## src/odo_pkg.sv

```systemverilog
package odo_pkg;

	localparam int OPW       = 64;
	localparam int MUL_ITERS = OPW;
	localparam int DIV_ITERS = 2 * OPW;
	localparam int CNT_W     = 7;

	localparam logic [CNT_W-1:0] MUL_LAST = CNT_W'(MUL_ITERS - 1);
	localparam logic [CNT_W-1:0] DIV_LAST = CNT_W'(DIV_ITERS - 1);

	// register indexes
	localparam logic [7:0] CFG_POLE    = 8'd0;
	localparam logic [7:0] CFG_GEAR    = 8'd1;
	localparam logic [7:0] CFG_RADIUS  = 8'd2;
	localparam logic [7:0] CFG_SPACING = 8'd3;

	localparam logic [7:0]  POLE_RST    = 8'd30;
	localparam logic [7:0]  GEAR_RST    = 8'd1;
	localparam logic [19:0] RADIUS_RST  = 20'd103000;
	localparam logic [21:0] SPACING_RST = 22'd503000;

	localparam logic [OPW-1:0] TWO_PI_Q32 = 64'd26986075409;
	localparam logic [OPW-1:0] INV_PI_Q32 = 64'd1367130551;
	localparam logic [OPW-1:0] TERA       = 64'd1000000000000;
	localparam logic [OPW-1:0] MEGA       = 64'd1000000;
	localparam logic signed [33:0] CORDIC_GAIN_Q30 = 34'sd652032874;

	// arctangent of 2^-i as binary angle
	localparam logic [29:0] ATAN_BA [32] = '{
		30'd536870912, 30'd316933406, 30'd167458907, 30'd85004756, 30'd42667331,
		30'd21354465, 30'd10679838, 30'd5340245, 30'd2670163, 30'd1335087,
		30'd667544, 30'd333772, 30'd166886, 30'd83443, 30'd41722, 30'd20861,
		30'd10430, 30'd5215, 30'd2608, 30'd1304, 30'd652, 30'd326, 30'd163,
		30'd81, 30'd41, 30'd20, 30'd10, 30'd5, 30'd3, 30'd1, 30'd1, 30'd0
	};

	typedef enum logic [3:0] {
		ST_IDLE,
		ST_LOAD,
		ST_MUL,
		ST_DIV,
		ST_STORE,
		ST_CLOAD,
		ST_CROT,
		ST_COMMIT
	} state_t;

	typedef enum logic [2:0] {
		STEP_K,
		STEP_DL,
		STEP_DR,
		STEP_TH,
		STEP_TURN,
		STEP_LIN,
		STEP_MX,
		STEP_MY
	} step_t;

	typedef struct packed {
		logic       take_upd;
		logic       take_clr;
		logic       load;
		logic       mul;
		logic       div;
		logic       store;
		logic       cload;
		logic       crot;
		logic       commit;
		step_t      step;
		logic [4:0] citer;
	} odo_cmd_t;

	typedef struct packed {
		logic upd;
		logic clr;
	} odo_status_t;

endpackage

```

## src/odo_ctrl.sv

```systemverilog
module odo_ctrl import odo_pkg::*; #(
	parameter int CORDIC_STAGES = 24
) (
	input  logic        clk,
	input  logic        arst_n,
	input  logic        in_valid,
	output logic        in_stall,
	output logic        out_valid,
	input  logic        out_stall,
	input  odo_status_t status,
	output odo_cmd_t    cmd
);

	localparam logic [CNT_W-1:0] CORD_LAST = CNT_W'(CORDIC_STAGES - 1);

	state_t           state_q, state_d;
	step_t            step_q, step_d;
	logic [CNT_W-1:0] cnt_q, cnt_d;
	logic             out_valid_q;
	logic             has_div;

	always_ff @(posedge clk or negedge arst_n) begin
		if (!arst_n) begin
			state_q <= ST_IDLE;
			step_q  <= STEP_K;
			cnt_q   <= '0;
		end else begin
			state_q <= state_d;
			step_q  <= step_d;
			cnt_q   <= cnt_d;
		end
	end

	always_comb begin
		has_div   = (step_q != STEP_K) && (step_q != STEP_MX) && (step_q != STEP_MY);
		state_d   = state_q;
		step_d    = step_q;
		cnt_d     = cnt_q;
		cmd       = '0;
		cmd.step  = step_q;
		cmd.citer = cnt_q[4:0];
		unique case (state_q)
			ST_IDLE: begin
				if (in_valid) begin
					cmd.take_upd = status.upd;
					cmd.take_clr = status.clr;
					if (status.upd) begin
						step_d  = STEP_K;
						state_d = ST_LOAD;
					end
				end
			end
			ST_LOAD: begin
				cmd.load = 1'b1;
				cnt_d    = '0;
				state_d  = ST_MUL;
			end
			ST_MUL: begin
				cmd.mul = 1'b1;
				cnt_d   = cnt_q + 1'b1;
				if (cnt_q == MUL_LAST) begin
					cnt_d   = '0;
					state_d = has_div ? ST_DIV : ST_STORE;
				end
			end
			ST_DIV: begin
				cmd.div = 1'b1;
				cnt_d   = cnt_q + 1'b1;
				if (cnt_q == DIV_LAST) begin
					cnt_d   = '0;
					state_d = ST_STORE;
				end
			end
			ST_STORE: begin
				cmd.store = 1'b1;
				priority if (step_q == STEP_LIN) begin
					state_d = ST_CLOAD;
				end else if (step_q == STEP_MY) begin
					state_d = ST_COMMIT;
				end else begin
					step_d  = step_t'(step_q + 3'd1);
					state_d = ST_LOAD;
				end
			end
			ST_CLOAD: begin
				cmd.cload = 1'b1;
				cnt_d     = '0;
				state_d   = ST_CROT;
			end
			ST_CROT: begin
				cmd.crot = 1'b1;
				cnt_d    = cnt_q + 1'b1;
				if (cnt_q == CORD_LAST) begin
					step_d  = STEP_MX;
					state_d = ST_LOAD;
				end
			end
			ST_COMMIT: begin
				if (!out_valid_q || !out_stall) begin
					cmd.commit = 1'b1;
					state_d    = ST_IDLE;
				end
			end
			default: state_d = ST_IDLE;
		endcase
	end

	always_ff @(posedge clk or negedge arst_n) begin
		if (!arst_n) begin
			out_valid_q <= 1'b0;
		end else if (cmd.commit) begin
			out_valid_q <= 1'b1;
		end else if (!out_stall) begin
			out_valid_q <= 1'b0;
		end
	end

	assign in_stall  = (state_q != ST_IDLE);
	assign out_valid = out_valid_q;

endmodule

```

## config.mk

```make
export PLATFORM = sky130hd
export DESIGN_NAME = odo_ctrl
export DESIGN_NICKNAME = d
export VERILOG_FILES = /design/src/odo_pkg.sv /design/src/odo_ctrl.sv
export SDC_FILE = /design/constraint.sdc
export NUM_CORES = 1
export LEC_CHECK = 0
export ABC_AREA = 1
export BUFFER_PORTS_ARGS = -buffer_cell sky130_fd_sc_hd__buf_2
export CAP_MARGIN = 20
export CORE_MARGIN = 2
export CORE_UTILIZATION = 53
export DETAILED_ROUTE_END_ITERATION = 10
export PLACE_DENSITY_LB_ADDON = 0.1
export SLEW_MARGIN = 25
export SYNTH_ARGS = -nofsm -noshare
export SYNTH_HDL_FRONTEND = slang
export SYNTH_SLANG_ARGS = --single-unit
```

## constraint.sdc

```tcl
create_clock -name clk -period 2.01 [get_ports clk]
set_input_delay 0.3015 -clock clk [delete_from_list [all_inputs] [get_ports clk]]
set_output_delay 0.3015 -clock clk [all_outputs]
set_load 0.02 [all_outputs]
```

==> impl_metrics.csv <==
group,metric,value,unit
status,status,"completed",
power,ir_worst_vdd,0.747,mV
cells_and_area,antennaDiodeCount,0,
logic_synthesis,seq_area_frac_synth,0.306,
clock_network,cts_root_buf,"clkbuf_4",
power,sequentialPowerShare,0.286,
global_route,antenna_found_initial,0,
placed_design,port_buffers,24,
power,power_density,1480,nW/µm²
clock_network,cts_buffers,3,
sta,period_share,0.911,
clock_network,cts_resized,0,
sta,rsz0062_at_grt,"false",
critical_path,critical_path.max_stage_delay,660,ps
clock_network,cts_tree,"built",
critical_path,start_kind,"flip-flop",
hold_path,hold_path_class,"in -> reg",
power,p_sw_frac,0.534,
critical_path,path_max_fanout,9,
detailed_routing,remaining_drc_errors,0,
clock_network,cts_max_path_buffers,2,
floorplan,fp-row-count,16,
detailed_routing,vias,1058,
clock_network,htreeDepth,1,
clock_network,cts_hold_buf,1,
sta,fmax,0.546,GHz
placed_design,place_area,1240,µm²
power,p_int,0.891,mW
detailed_routing,vias_per_cell,5.06,
sta,finalSetupViolCount,0,
cells_and_area,drive_gt1_frac,0.269,
cells_and_area,final_net_count,195,
logic_synthesis,ys_seq_elements,14,
sta,final.setup.tns,0,ps
sta,slew_viol_final,0,
floorplan,core_area,2000,µm²
placed_design,place_congestion,0.948,
global_route,grt_usage,0.210,
floorplan,die_w,50.5,µm
placed_design,dp.cells,204,
sta,finalCriticalPeriod,1830,ps
floorplan,die_area,2550,µm²
power,clkPwrFrac,0.106,
sta,fin_skew,7.15,ps
global_route,grt_pass1_vias,947,
cells_and_area,fillers,201,
detailed_routing,routed.top_layer,"met4",
floorplan,die_h,50.5,µm
critical_path,path_cells,"nand3_2, inv_1, buf_2",
clock_network,clkTransAtPathRegs,80,ps
critical_path,path_class,"reg -> out",
critical_path,crit_arrival,1530,ps
logic_synthesis,yosysWarningCount,0,
floorplan,io_pins,25,
logic_synthesis,syn-num-nets,172,
logic_synthesis,avgSynthCellArea,7.16,µm²
critical_path,worstSetupEndpointType,"primary output",
sta,max-slew-margin-rel,0.666,
clock_network,clock_sinks,14,
detailed_routing,drt_iter0_drc,14,
global_route,grt_max_degree,15,
critical_path,crit_required,1710,ps
global_route,grt_pass1_wl,4.02,mm
logic_synthesis,ys_types,29,
power,combPwrFrac,0.608,
power,finalPower,1.91,mW
power,p_switching,1.02,mW
detailed_routing,antenna_left,0,
detailed_routing,drt-pass1-iter-count,4,
cells_and_area,post-route-util,0.644,
clock_network,clk_latency,280,ps
detailed_routing,wl_met2,1.09,mm
power,p_leak,0.699,nW
sta,whs,246,ps
placed_design,place_hpwl,1.89,mm
detailed_routing,drt-met1-wl,1.09,mm
sta,worst_slack,180,ps
sta,worstMarginPinSlew,501,ps
critical_path,crit_slowest_cell,"dfrtp_1",
sta,hold_violations,0,
detailed_routing,wl,2.32,mm
detailed_routing,avgRoutedWirePerCell,11.1,µm
logic_synthesis,syn_area,1150,µm²
critical_path,cp_top_family,"flip-flops",
logic_synthesis,synthCells,160,
cells_and_area,finalNonFillerCells,209,
cells_and_area,finalInstanceArea,1290,µm²
clock_network,cts_setup_buffers,0,
cells_and_area,syn_to_final_growth,12.6,%
global_route,overflow,0,
run,drv_cap,0,
critical_path,timing.reg2reg.setup_slack,420,ps
critical_path,critPathBufInv,2,
detailed_routing,dr_wl_met3,92,µm
placed_design,place_ws,425,ps
floorplan,initial_core_util,0.572,
-- layout make-up --
class	instances	area, µm²	share of cell area
clock buffer	4	36.3	0.0281
multi-input combinational	118	658	0.510
timing repair buffer	25	130	0.101
sequential	14	350	0.272
tap	27	33.8	0.0262
inverter	21	81.3	0.0630
-- flip-flops by register name, indices dropped and copies added, names as in the netlist --
name,cells
cnt_q,7
state_q,3
step_q,3
out_valid,1
-- placed cells by master, fill, tap and decap left out, drive strengths merged --
cell type / Yosys / final
a21oi: 8 / 8
buf: 7 / 24
clkbuf: 0 / 4
dfrtp: 14 / 14
dlygate4sd3: 0 / 1
ha: 6 / 6
inv: 21 / 21
mux2i: 1 / 1
nand2: 47 / 47
nand3: 13 / 13
nand3b: 2 / 2
nand4: 4 / 4
nor2: 25 / 25
nor3: 1 / 1
o21a: 1 / 1
o21ai: 7 / 7
xnor2: 1 / 1
xor2: 2 / 2
-- cell families (layout without fill, tap and decap cells) --
kind of cell,Yosys count,in the layout,share of synthesized area
compound gates,16,16,0.0786
xor+xnor,3,3,0.0229
fa+ha+maj,6,6,0.0655
buf+inv,28,50,0.120
flops,14,14,0.306
mux,1,1,0.00873
simple gates,92,92,0.398
-- cell usage after synthesis --
| cell type | instances | area share |
|---|---|---|
| nand2_1 | 39 | 0.13 |
| nor2_1 | 21 | 0.069 |
| inv_1 | 16 | 0.052 |
| dfrtp_1 | 14 | 0.31 |
| nand3_1 | 11 | 0.048 |
| a21oi_1 | 7 | 0.031 |
| nand2_2 | 7 | 0.038 |
| buf_4 | 6 | 0.039 |
| ha_1 | 6 | 0.066 |
| inv_2 | 4 | 0.013 |
| nand4_1 | 4 | 0.022 |
| o21ai_0 | 3 | 0.013 |
| o21ai_1 | 3 | 0.013 |
| nand3b_1 | 2 | 0.013 |
| nor2_4 | 2 | 0.020 |
| xor2_1 | 2 | 0.015 |
| a21oi_2 | 1 | 0.0076 |
| buf_6 | 1 | 0.0098 |
| inv_4 | 1 | 0.0055 |
| mux2i_1 | 1 | 0.0087 |
| nand2_4 | 1 | 0.0098 |
| nand3_2 | 1 | 0.0087 |
| nand3_4 | 1 | 0.015 |
| nor2_2 | 1 | 0.0055 |
| nor2_8 | 1 | 0.017 |
| nor3_1 | 1 | 0.0044 |
| o21a_1 | 1 | 0.0066 |
| o21ai_2 | 1 | 0.0076 |
| xnor2_1 | 1 | 0.0076 |
-- path summary, 6_finish.rpt --
kind                                   end       start  depth (start not counted)
worst max-delay path                cmd[9]  state_q[1]                          3
worst min-delay path             out_valid   out_stall                          3
worst max register to register  state_q[2]    cnt_q[0]                          8
worst min register to register   out_valid   out_valid                          2
max in group asynchronous        out_valid      arst_n                          2
min in group asynchronous         cnt_q[5]      arst_n                          2
-- routing by layer --
metal / vias to the layer above / track usage
met1: 485 / 0.259
met4: 0 / 0.108
met3: 4 / 0.0357
met5: - / 0
met2: 21 / 0.349
li1: 548 / -
-- power by group through the flow --
stage                     clock [mW]  sequential (mW)  combinational, mW
final                          0.202            0.546               1.16
after global routing           0.224            0.567               1.31
after CTS                      0.209            0.546               1.17
after detailed placement           0            0.551               1.16
after global placement             0            0.545               1.15
after floorplan                    0            0.519              0.967
-- worst register-to-register path: cells and delay by family (launching register included) --
family	cells	cell delay (ps)
adder cells (fa/ha/maj)	1	230
flip-flops	1	400
AND/OR/NAND/NOR	7	860
Note: power is estimated with default switching activity, not from simulation.
